--- src/rtl/hpmc_pkg.sv ---
// ----------------------------------------------------------------------------
// Heater profile mode controller package
// Shared payload types, command and mode codes, and controller handshake types.
// ----------------------------------------------------------------------------
package hpmc_pkg;

   // Command codes of the request item.
   localparam logic [2:0] CMD_UPDATE      = 3'd0;
   localparam logic [2:0] CMD_SET_OFF     = 3'd1;
   localparam logic [2:0] CMD_START_RAMP  = 3'd2;
   localparam logic [2:0] CMD_START_HOLD  = 3'd3;
   localparam logic [2:0] CMD_START_TIMER = 3'd4;

   // Mode codes.
   localparam logic [1:0] MODE_OFF   = 2'd0;
   localparam logic [1:0] MODE_RAMP  = 2'd1;
   localparam logic [1:0] MODE_HOLD  = 2'd2;
   localparam logic [1:0] MODE_TIMER = 2'd3;

   // Configuration register indexes.
   localparam logic [1:0] CSR_RAMP_START_TEMP = 2'd0;
   localparam logic [1:0] CSR_TARGET_TEMP     = 2'd1;
   localparam logic [1:0] CSR_DURATION_S      = 2'd2;
   localparam logic [1:0] CSR_TIMER_USE_TEMP  = 2'd3;

   localparam int MS_PER_S        = 1000;
   localparam int HYST_SIXTEENTHS = 16;

   // Duration in ms is below 65536 * 1000, which needs 26 bits.
   localparam int DUR_W = 26;
   // Ramp quotient magnitude is below 65536.
   localparam int QUO_W = 16;
   localparam int DIV_STEPS = QUO_W;
   localparam int CNT_W = $clog2(DIV_STEPS);
   localparam logic [CNT_W-1:0] DIV_LAST = CNT_W'(DIV_STEPS - 1);

   typedef struct packed {
      logic [2:0]         cmd;
      logic [31:0]        now_ms;
      logic signed [15:0] sample_temp;
      logic               heater_fault;
   } req_type;

   typedef struct packed {
      logic               heater_on;
      logic signed [15:0] heater_target;
      logic [1:0]         mode_now;
      logic               completed;
      logic               faulted;
   } rsp_type;

   typedef struct packed {
      logic latch;
      logic eval;
      logic mul;
      logic div_step;
      logic commit;
   } dp_cmd_type;

   typedef struct packed {
      logic need_div;
   } dp_stat_type;

endpackage

--- src/rtl/hpmc_ctrl.sv ---
// ----------------------------------------------------------------------------
// Heater profile mode controller sequencer
// Evaluate, multiply and serial divide (interpolating ramp only), then commit.
// ----------------------------------------------------------------------------
module hpmc_ctrl (
   input  logic                 clock,
   input  logic                 reset,
   input  logic                 req_valid,
   output logic                 req_ready,
   output logic                 rsp_valid,
   input  logic                 rsp_ready,
   input  hpmc_pkg::dp_stat_type stat,
   output hpmc_pkg::dp_cmd_type  dp_cmd
);

   typedef enum logic [4:0] {
      S_IDLE   = 5'b00001,
      S_EVAL   = 5'b00010,
      S_MUL    = 5'b00100,
      S_DIV    = 5'b01000,
      S_COMMIT = 5'b10000
   } state_type;

   state_type                    state_ff, state_in;
   logic [hpmc_pkg::CNT_W-1:0]   cnt_ff, cnt_in;
   logic                         rsp_valid_ff, rsp_valid_in;
   logic                         accept;
   logic                         commit_ok;

   assign req_ready = (state_ff == S_IDLE);
   assign accept    = req_valid && req_ready;
   // The result register must be free, or emptied this cycle, to take a new item.
   assign commit_ok = (state_ff == S_COMMIT) && (!rsp_valid_ff || rsp_ready);
   assign rsp_valid = rsp_valid_ff;

   always_comb begin
      state_in = state_ff;
      cnt_in   = cnt_ff;
      unique case (state_ff)
         S_IDLE: begin
            if (accept) state_in = S_EVAL;
         end
         S_EVAL: begin
            state_in = stat.need_div ? S_MUL : S_COMMIT;
         end
         S_MUL: begin
            state_in = S_DIV;
            cnt_in   = '0;
         end
         S_DIV: begin
            cnt_in = cnt_ff + 1'b1;
            if (cnt_ff == hpmc_pkg::DIV_LAST) state_in = S_COMMIT;
         end
         S_COMMIT: begin
            if (commit_ok) state_in = S_IDLE;
         end
         default: state_in = S_IDLE;
      endcase
   end

   assign rsp_valid_in = commit_ok || (rsp_valid_ff && !rsp_ready);

   always_comb begin
      dp_cmd.latch    = accept;
      dp_cmd.eval     = (state_ff == S_EVAL);
      dp_cmd.mul      = (state_ff == S_MUL);
      dp_cmd.div_step = (state_ff == S_DIV);
      dp_cmd.commit   = commit_ok;
   end

   always_ff @(posedge clock) begin
      if (reset) begin
         state_ff     <= S_IDLE;
         cnt_ff       <= '0;
         rsp_valid_ff <= 1'b0;
      end else begin
         state_ff     <= state_in;
         cnt_ff       <= cnt_in;
         rsp_valid_ff <= rsp_valid_in;
      end
   end

endmodule

--- src/rtl/hpmc_dp.sv ---
// ----------------------------------------------------------------------------
// Heater profile mode controller datapath
// Configuration and mode state, ramp multiplier, restoring divider, result register.
// ----------------------------------------------------------------------------
module hpmc_dp (
   input  logic                  clock,
   input  logic                  reset,
   input  logic                  csr_wen,
   input  logic [1:0]            csr_index,
   input  logic [15:0]           csr_wdata,
   input  hpmc_pkg::req_type     req_data,
   input  hpmc_pkg::dp_cmd_type  dp_cmd,
   output hpmc_pkg::dp_stat_type stat,
   output hpmc_pkg::rsp_type     rsp_data
);

   localparam int DW = hpmc_pkg::DUR_W;
   localparam int QW = hpmc_pkg::QUO_W;

   // Configuration registers.
   logic signed [15:0] ramp_start_ff, ramp_start_in;
   logic signed [15:0] target_temp_ff, target_temp_in;
   logic [15:0]        duration_ff, duration_in;
   logic               timer_use_ff, timer_use_in;

   // Mode state.
   logic [1:0]         mode_ff, mode_in;
   logic [31:0]        start_time_ff, start_time_in;
   logic               running_ff, running_in;
   logic signed [15:0] target_ff, target_in;

   // Item and arithmetic registers.
   hpmc_pkg::req_type  item_ff, item_in;
   logic [DW-1:0]      elapsed_ff, elapsed_in;
   logic [QW-1:0]      mag_ff, mag_in;
   logic               neg_ff, neg_in;
   logic [DW-1:0]      rem_ff, rem_in;
   logic [QW-1:0]      quo_ff, quo_in;
   hpmc_pkg::rsp_type  rsp_ff, rsp_in;

   logic [DW-1:0]      dur_ms;
   logic [31:0]        elapsed;
   logic               expired;
   logic signed [16:0] diff;
   logic [16:0]        diff_abs;
   logic [DW+QW-1:0]   product;
   logic [DW:0]        trial;
   logic               trial_fits;
   logic [16:0]        quo_signed;
   logic signed [15:0] ramp_target;
   logic signed [16:0] hyst_low;
   logic               below_band;
   logic               above_target;

   logic [1:0]         mode_n;
   logic [31:0]        start_time_n;
   logic               running_n;
   logic signed [15:0] target_n;
   logic               completed_n;
   logic               faulted_n;

   // ---------------- Configuration writes ----------------
   always_comb begin
      ramp_start_in  = ramp_start_ff;
      target_temp_in = target_temp_ff;
      duration_in    = duration_ff;
      timer_use_in   = timer_use_ff;
      if (csr_wen) begin
         unique case (csr_index)
            hpmc_pkg::CSR_RAMP_START_TEMP: ramp_start_in  = csr_wdata;
            hpmc_pkg::CSR_TARGET_TEMP:     target_temp_in = csr_wdata;
            hpmc_pkg::CSR_DURATION_S:      duration_in    = csr_wdata;
            hpmc_pkg::CSR_TIMER_USE_TEMP:  timer_use_in   = csr_wdata[0];
            default:                       ;
         endcase
      end
   end

   // ---------------- Shared arithmetic ----------------
   assign dur_ms  = {{(DW-16){1'b0}}, duration_ff} * DW'(hpmc_pkg::MS_PER_S);
   assign elapsed = item_ff.now_ms - start_time_ff;
   assign expired = elapsed >= {{(32-DW){1'b0}}, dur_ms};

   assign diff     = {target_temp_ff[15], target_temp_ff} - {ramp_start_ff[15], ramp_start_ff};
   assign diff_abs = diff[16] ? 17'(-diff) : 17'(diff);

   assign stat.need_div = (item_ff.cmd == hpmc_pkg::CMD_UPDATE) && !item_ff.heater_fault &&
                          (mode_ff == hpmc_pkg::MODE_RAMP) && !expired;

   // Product of magnitude and elapsed time; its quotient by dur_ms stays below 2^16,
   // so the upper part already lies below the divisor.
   assign product = (DW+QW)'(mag_ff) * (DW+QW)'(elapsed_ff);

   // One restoring division step per cycle.
   assign trial      = {rem_ff, quo_ff[QW-1]};
   assign trial_fits = trial >= {1'b0, dur_ms};

   always_comb begin
      item_in    = dp_cmd.latch ? req_data : item_ff;
      elapsed_in = dp_cmd.eval ? elapsed[DW-1:0] : elapsed_ff;
      mag_in     = dp_cmd.eval ? diff_abs[QW-1:0] : mag_ff;
      neg_in     = dp_cmd.eval ? diff[16] : neg_ff;
      rem_in     = rem_ff;
      quo_in     = quo_ff;
      if (dp_cmd.mul) begin
         rem_in = product[DW+QW-1:QW];
         quo_in = product[QW-1:0];
      end else if (dp_cmd.div_step) begin
         rem_in = trial_fits ? DW'(trial - {1'b0, dur_ms}) : trial[DW-1:0];
         quo_in = {quo_ff[QW-2:0], trial_fits};
      end
   end

   // Quotient truncates toward zero: negate the magnitude for a falling ramp.
   assign quo_signed  = neg_ff ? 17'(-{1'b0, quo_ff}) : {1'b0, quo_ff};
   assign ramp_target = ramp_start_ff + quo_signed[15:0];

   assign hyst_low     = {target_ff[15], target_ff} - 17'(hpmc_pkg::HYST_SIXTEENTHS);
   assign below_band   = $signed({item_ff.sample_temp[15], item_ff.sample_temp}) < hyst_low;
   assign above_target = item_ff.sample_temp >= target_ff;

   // ---------------- Commit of one item ----------------
   always_comb begin
      mode_n       = mode_ff;
      start_time_n = start_time_ff;
      running_n    = running_ff;
      target_n     = target_ff;
      completed_n  = 1'b0;
      faulted_n    = 1'b0;
      unique case (item_ff.cmd)
         hpmc_pkg::CMD_UPDATE: begin
            if (item_ff.heater_fault) begin
               faulted_n = 1'b1;
               mode_n    = hpmc_pkg::MODE_OFF;
               running_n = 1'b0;
            end else begin
               unique case (mode_ff)
                  hpmc_pkg::MODE_OFF: running_n = 1'b0;
                  hpmc_pkg::MODE_RAMP: begin
                     if (expired) begin
                        target_n    = target_temp_ff;
                        completed_n = 1'b1;
                        mode_n      = hpmc_pkg::MODE_OFF;
                        running_n   = 1'b0;
                     end else begin
                        target_n  = ramp_target;
                        running_n = 1'b1;
                     end
                  end
                  hpmc_pkg::MODE_HOLD: begin
                     if (!running_ff && below_band) running_n = 1'b1;
                     else if (running_ff && above_target) running_n = 1'b0;
                  end
                  hpmc_pkg::MODE_TIMER: begin
                     running_n = 1'b1;
                     if (expired) begin
                        completed_n = 1'b1;
                        mode_n      = hpmc_pkg::MODE_OFF;
                        running_n   = 1'b0;
                     end
                  end
                  default: ;
               endcase
            end
         end
         hpmc_pkg::CMD_SET_OFF: begin
            mode_n    = hpmc_pkg::MODE_OFF;
            running_n = 1'b0;
         end
         hpmc_pkg::CMD_START_RAMP: begin
            mode_n       = hpmc_pkg::MODE_RAMP;
            start_time_n = item_ff.now_ms;
            target_n     = target_temp_ff;
            running_n    = 1'b1;
         end
         hpmc_pkg::CMD_START_HOLD: begin
            mode_n    = hpmc_pkg::MODE_HOLD;
            target_n  = target_temp_ff;
            running_n = 1'b1;
         end
         hpmc_pkg::CMD_START_TIMER: begin
            mode_n       = hpmc_pkg::MODE_TIMER;
            start_time_n = item_ff.now_ms;
            if (timer_use_ff) target_n = target_temp_ff;
            running_n    = 1'b1;
         end
         default: ;
      endcase
   end

   always_comb begin
      mode_in       = dp_cmd.commit ? mode_n : mode_ff;
      start_time_in = dp_cmd.commit ? start_time_n : start_time_ff;
      running_in    = dp_cmd.commit ? running_n : running_ff;
      target_in     = dp_cmd.commit ? target_n : target_ff;
      rsp_in        = rsp_ff;
      if (dp_cmd.commit) begin
         rsp_in.heater_on     = running_n;
         rsp_in.heater_target = target_n;
         rsp_in.mode_now      = mode_n;
         rsp_in.completed     = completed_n;
         rsp_in.faulted       = faulted_n;
      end
   end

   assign rsp_data = rsp_ff;

   always_ff @(posedge clock) begin
      if (reset) begin
         ramp_start_ff  <= '0;
         target_temp_ff <= '0;
         duration_ff    <= '0;
         timer_use_ff   <= 1'b0;
         mode_ff        <= hpmc_pkg::MODE_OFF;
         start_time_ff  <= '0;
         running_ff     <= 1'b0;
         target_ff      <= '0;
      end else begin
         ramp_start_ff  <= ramp_start_in;
         target_temp_ff <= target_temp_in;
         duration_ff    <= duration_in;
         timer_use_ff   <= timer_use_in;
         mode_ff        <= mode_in;
         start_time_ff  <= start_time_in;
         running_ff     <= running_in;
         target_ff      <= target_in;
      end
   end

   always_ff @(posedge clock) begin
      item_ff    <= item_in;
      elapsed_ff <= elapsed_in;
      mag_ff     <= mag_in;
      neg_ff     <= neg_in;
      rem_ff     <= rem_in;
      quo_ff     <= quo_in;
      rsp_ff     <= rsp_in;
   end

endmodule

--- src/rtl/heater_profile_mode_controller_unit.sv ---
// ----------------------------------------------------------------------------
// Heater profile mode controller
// Off, ramp, hold and timer mode control of a heater, one result per item.
//
//   Channel  Ports                          Direction  Handshake
//   req      req_valid/req_ready/req_data   in         valid-ready
//   rsp      rsp_valid/rsp_ready/rsp_data   out        valid-ready
//   csr      csr_wen/csr_index/csr_wdata    in         write enable, no wait
//
// An item passes from acceptance through evaluate to commit; a ramp update that
// interpolates also passes through a multiply and the 16 step restoring divider.
// A new item is accepted once the previous one has been committed.
// A result waits in the output register; the next item computes meanwhile
// and is committed once that register is free. Reset is synchronous.
// ----------------------------------------------------------------------------
module heater_profile_mode_controller_unit (
   input  logic              clock,
   input  logic              reset,
   input  logic              req_valid,
   output logic              req_ready,
   input  hpmc_pkg::req_type req_data,
   output logic              rsp_valid,
   input  logic              rsp_ready,
   output hpmc_pkg::rsp_type rsp_data,
   input  logic              csr_wen,
   input  logic [1:0]        csr_index,
   input  logic [15:0]       csr_wdata
);

   hpmc_pkg::dp_cmd_type  dp_cmd;
   hpmc_pkg::dp_stat_type dp_stat;

   hpmc_ctrl u_ctrl (
      .clock     (clock),
      .reset     (reset),
      .req_valid (req_valid),
      .req_ready (req_ready),
      .rsp_valid (rsp_valid),
      .rsp_ready (rsp_ready),
      .stat      (dp_stat),
      .dp_cmd    (dp_cmd)
   );

   hpmc_dp u_dp (
      .clock     (clock),
      .reset     (reset),
      .csr_wen   (csr_wen),
      .csr_index (csr_index),
      .csr_wdata (csr_wdata),
      .req_data  (req_data),
      .dp_cmd    (dp_cmd),
      .stat      (dp_stat),
      .rsp_data  (rsp_data)
   );

endmodule
--- config.mk ---
export PLATFORM = sky130hd
export DESIGN_NAME = heater_profile_mode_controller_unit
export DESIGN_NICKNAME = d
export VERILOG_FILES = /design/src/rtl/hpmc_pkg.sv /design/src/rtl/hpmc_ctrl.sv /design/src/rtl/hpmc_dp.sv /design/src/rtl/heater_profile_mode_controller_unit.sv
export SDC_FILE = /design/constraint.sdc
export NUM_CORES = 2
export LEC_CHECK = 0
export ABC_AREA = 1
export BUFFER_PORTS_ARGS = -buffer_cell sky130_fd_sc_hd__buf_2
export CAP_MARGIN = 30
export CORE_ASPECT_RATIO = 1.2
export CORE_MARGIN = 10
export CORE_UTILIZATION = 40
export DETAILED_ROUTE_END_ITERATION = 12
export GPL_TIMING_DRIVEN = 0
export PLACE_DENSITY_LB_ADDON = 0.15
export SLEW_MARGIN = 25
export SYNTH_ARGS = -nofsm -noshare
export SYNTH_HDL_FRONTEND = slang
export SYNTH_HIERARCHICAL = 1
export SYNTH_SLANG_ARGS = --single-unit
--- constraint.sdc ---
create_clock -name clock -period 16.2 [get_ports clock]
set_input_delay 4.86 -clock clock [delete_from_list [all_inputs] [get_ports clock]]
set_output_delay 4.86 -clock clock [all_outputs]
set_load 0.01 [all_outputs]
==> Yosys cells after proc, flatten, opt, wreduce, memory -nomap -nowiden <==
Cells that the tools add are included.
{ "totals": {"ff_bits": 268, "wordCells": 120} }
{ "op_classes": {"addsub": 8, "n_mul": 2, "order_cmp": 4, "n_eq_ne": 19, "n_mux": 30, "bitwise_logic": 2, "reduce_logical": 30} }
{ "ops": {"columns": ["cell", "count"], "rows": [
  ["2-to-1 mux 16 bit", 8],
  ["2-to-1 mux 26 bit", 3],
  ["one-hot mux 16 bit (3 select lines)", 1],
  ["multiplier 16 x 26 -> 42 bit", 1],
  [">= comparator 32 x 26 -> 1 bit", 1],
  ["negator 16 bit", 2],
  ["subtractor 32 bit", 1],
  [">= comparator 27 x 26 -> 1 bit", 1],
  ["subtractor 26 bit", 1],
  ["one-hot mux 5 bit (5 select lines)", 1],
  ["multiplier 16 x 7 -> 23 bit (second input constant)", 1],
  ["2-to-1 mux 5 bit", 4],
  ["< comparator 16 x 17 -> 1 bit", 1],
  ["subtractor 16 x 16 -> 17 bit", 1],
  ["subtractor 16 x 6 -> 17 bit (second input constant)", 1],
  ["adder 16 bit", 1],
  [">= comparator 16 bit", 1],
  ["one-hot mux 2 bit (5 select lines)", 1],
  ["AND reduction 2 bit", 5],
  ["equality test 2 bit (second input constant)", 4],
  ["logical AND 1 bit", 8],
  ["one-hot mux 4 bit (2 select lines)", 1],
  ["equality test 3 x 2 -> 1 bit (second input constant)", 2],
  ["2-to-1 mux 1 bit", 6],
  ["23 further kinds", 38]
]} }

==> Depth between registers and ports, before layout <==
{ "logic_depth": {"depth_word": 7, "depth_mapped": 36, "mapped_depth_nobuf": 35} }

==> Modules after synthesis <==
The synthesis kept the hierarchy.
{ "modules_own_cells": {"columns": ["module", "n_inst", "cells_per_inst", "area_per_inst_um2", "seq_area_each_um2"], "rows": [
  ["hpmc_dp", 1, 4192, 33066.7, 6746.5],
  ["hpmc_ctrl", 1, 76, 530.5, 200.2]
]} }

==> Worst setup path before layout <==
OpenSTA, ideal clock, no wires.
{ "synth_path": {"path_kind": "register to register", "from": "register u_dp.mag_ff[9]", "to": "register u_dp.rem_ff[21] (data pin)", "t_arrival_ns": 5.934, "t_required_ns": 15.943, "setup_slack_ns": 10.009, "stages_incl_launch_ff": 29, "n_path_buf": 2, "synth_period_minus_slack_ns": 6.191, "cell_sequence": "edfxtp_1 > clkbuf_1 > clkbuf_1 > nand2_1 > fa_1 > inv_1 > fa_1 > inv_1 > fa_1 > inv_1 > fa_1 > inv_1 > fa_1 > inv_1 > fa_1 > ha_1 > a21oi_1 > inv_1 > a31oi_1 > o21ai_1 > a21oi_1 > o21ai_1 > a21boi_0 > o21ai_1 > nand2_1 > nand2_1 > xor2_1 > nand2_1 > nand2_1"} }
{ "synth_between": {"elab_chain_len": 2} }
{ "synth_lines": {"columns": ["item", "line", "text"], "rows": [
  ["start: declaration", "hpmc_dp.sv:35", "logic [QW-1:0] mag_ff, mag_in;"],
  ["start signal: assignment", "hpmc_dp.sv:233", "mag_ff <= mag_in;"],
  ["multiplier 16 x 26 -> 42 bit", "hpmc_dp.sv:92", "assign product = (DW+QW)'(mag_ff) * (DW+QW)'(elapsed_ff);"],
  ["2-to-1 mux 26 bit", "hpmc_dp.sv:105", "if (dp_cmd.mul) begin"],
  ["named net u_dp.rem_in[21]", "hpmc_dp.sv:37", "logic [DW-1:0] rem_ff, rem_in;"],
  ["end signal: assignment", "hpmc_dp.sv:235", "rem_ff <= rem_in;"],
  ["end: declaration", "hpmc_dp.sv:37", null]
]} }
The timed path passes the listed nets, and every way through them passes these cells.
A chain may end at the register's enable or synchronous reset.

==> Final worst setup path <==
Same ends and word-level chain as after synthesis.

==> flow_metrics.tcl <==
set metrics [dict create \
    cts.sinks 268 \
    tightest_slew_ps 932 \
    synthArstFlopShare 0 \
    synthDistinctLibCells 61 \
    die_h_um 337 \
    grt_use_total 0.203 \
    insertion_delay_ps 610 \
    synth_seq_cells 268 \
    fin_nets 5173 \
    final_hold_viol_count 0 \
    regToRegSetupSlack_ps 8260 \
    critPathBufInv 8 \
    timing.final.crit_share 0.490 \
    dp.cells 5489 \
    relSlewSlack 0.379 \
    drtAntennaViolNets 0 \
    cts.hold.buffers_added 0 \
    cap_violations 0 \
    cts_tree "yes" \
    hold_path_class "reg -> reg" \
    r2r-start "u_dp/mag_ff[9]" \
    fin_crit_ps 7940 \
    diodes 0 \
    setup.worst_path.start_class "register" \
    grt_first_pass_wirelength_um 155000 \
    cts-root-buf "clkbuf_16" \
    max_freq_mhz 126 \
    cts_buffer_depth 3 \
    die_w_um 285 \
    gr-total-overflow 0 \
    grt_antenna_before_repair 4 \
    worstSetupPathType "reg -> reg" \
    yosysWarningCount 6 \
    crit_fanout 10 \
    hold-worst-slack_ps 459 \
    cts.clk_slew.worst_paths_ps 60 \
    cts_resized 0 \
    firstDrtPassIters 5 \
    rows 116 \
    syn2layout_area_growth_pct 8.70 \
    syn-cell-area_sq_mm 0.0336 \
    cts_setup_buffers 0 \
    pwr_density_cell_mw_per_mm2 147 \
    end_kind "register" \
    setup-tns-final_ps 0 \
    cp.required_ps 16560 \
    synth-seq-area-share 0.207 \
    grt_pass1_vias 28421 \
    syn-num-nets 5042 \
    wl_per_cell_um 17.4 \
    status "completed" \
    vdd_drop_max_v 0.000122 \
    critical-path-top-delay-family "adder cells" \
    cp-startpoint "u_dp/mag_ff[9]" \
    io_pins 98 \
    drive_gt1_frac 0.0574 \
    syn_avg_cell_area_sq_um 7.87 \
    worst_ep_arrival_time_ps 8290 \
    ff2ff_path_depth 28 \
    finalSetupViolCount 0 \
    path_depth 28 \
    synth_cells 4268 \
    final_cells 5543 \
    skew_ps 13.3 \
    drc 0 \
    viasPerCell 4.91 \
    wirelength_um 96500 \
    crit_end "u_dp/rem_ff[21]" \
    worstReg2RegEnd "u_dp/rem_ff[21]" \
    h-tree-depth 1 \
    dpl.hpwl_um 82200 \
    finalMaxSlewViolations 0 \
    slowest_stage "clkbuf_1" \
    io_buffers 97 \
    rsz0062_at_grt "false" \
    cts-buffers-inserted 29 \
    start_util 0.403 \
    core_sq_mm 0.0833 \
    grt_max_degree 53 \
    synth-main-ff-cell "edfxtp_1" \
    synth_edf_count 158 \
    cpPeakStageDelay_ps 740 \
    die-area_sq_mm 0.0960 \
    drt_iter0_markers 1395 \
    vias 27196 \
    power.leakage_uw 0.0181 \
    gp_congestion 0.878 \
]
==> how the worst min path moves through the flow <==
stage / from / end / depth (start not counted)
2_1_floorplan: u_dp/start_time_ff[10] / u_dp/start_time_ff[10] / 2
4_1_cts: u_dp/start_time_ff[4] / u_dp/start_time_ff[4] / 2
3_5_place_dp: u_dp/start_time_ff[7] / u_dp/start_time_ff[7] / 2
5_1_grt: u_dp/start_time_ff[17] / u_dp/start_time_ff[17] / 2
6_report: u_dp/start_time_ff[26] / u_dp/start_time_ff[26] / 2
3_3_place_gp: u_dp/start_time_ff[7] / u_dp/start_time_ff[7] / 2
==> synth_stat cells, drive strengths merged (10+ instances only) <==
cell	n	area, sq um
a21o	10	75.1
a31oi	24	150
nand3	129	693
buf	11	87.6
ha	307	3840
a21oi	286	1450
nor2	191	818
nand2	1057	4070
nor3	39	210
o21ai	217	1090
inv	900	3380
dfxtp	110	2200
xor2	107	937
o21bai	16	120
edfxtp	158	4740
xnor2	42	368
a32oi	16	140
fa	392	7850
nand4	41	278
clkbuf	145	587
==> power by group <==
group | leakage, uW | total, uW | internal, uW | switching, uW
logic | 0.0153 | 3890 | 1420 | 2470
registers | 0.00234 | 798 | 777 | 20.9
clock network | 0.000484 | 700 | 401 | 299
==> logic make-up (layout without fill, tap and decap cells) <==
family	count (synthesis)	after routing	share of synthesized area
xor gates and xnor gates	149	149	0.0388
adders and majority gates	699	699	0.348
DFF	268	268	0.207
and+or+nand+nor	1477	1477	0.185
buffers and inverters	1062	1216	0.122
AOI/OAI and AO/OA	613	613	0.100
==> per-stage QoR <==
| stage | utilization | area (sq um) | setup WS [ps] | total power (uW) |
|---|---|---|---|---|
| after floorplan | - | 33600 | 10010 | 3660 |
| after global placement | 0.426 | 35500 | 8270 | 4660 |
| after detailed placement | 0.427 | 35500 | 8270 | 4670 |
| after CTS | 0.438 | 36500 | 8240 | 5420 |
| after global routing | 0.438 | 36500 | 7810 | 6000 |
| final | 0.438 | 36500 | 8260 | 5380 |
==> registers in the layout (all words and copies together), names as in the netlist, 21 cells and up <==
register,cells
u_dp/rem_ff,26
u_dp/rsp_data,21
u_dp/start_time_ff,32
u_dp/elapsed_ff,26
u_dp/item_ff,52
==> metal layers <==
layer / routed length (um) / part of all wire / vias up / track usage
met4: 3090 / 0.032 / 6 / 0.0648
met3: 2860 / 0.030 / 130 / 0.0169
met5: 31 / 0.00032 / - / 0
met2: 48600 / 0.50 / 467 / 0.367
met1: 41900 / 0.43 / 13025 / 0.253
li1: - / - / 13568 / -
==> tightest hold or removal path: stages (launching register included) <==
cell and delay (ps):
dfxtp_1 290, inv_1 60, a21oi_1 60
==> cell usage in the layout (no fill, tap or decap), types with 107 or more instances in the layout <==
cell type / n
fa_1: 392
xor2_1: 107
o21ai_0: 191
nor2_1: 170
inv_1: 888
clkbuf_1: 140
edfxtp_1: 158
nand2_1: 1022
dfxtp_1: 110
nand3_1: 121
ha_1: 307
a21oi_1: 282
==> final cells by class <==
cell class,instances,area [sq um]
well taps,1121,1400
clock inverters,18,180
flip-flops and latches,268,6950
multi-input cells,2938,22600
clock buffers,36,805
repair buffers,100,528
fillers,8602,46800
inverters,904,3400
plain buffers,158,698
Note: power is estimated with default switching activity, not from simulation.
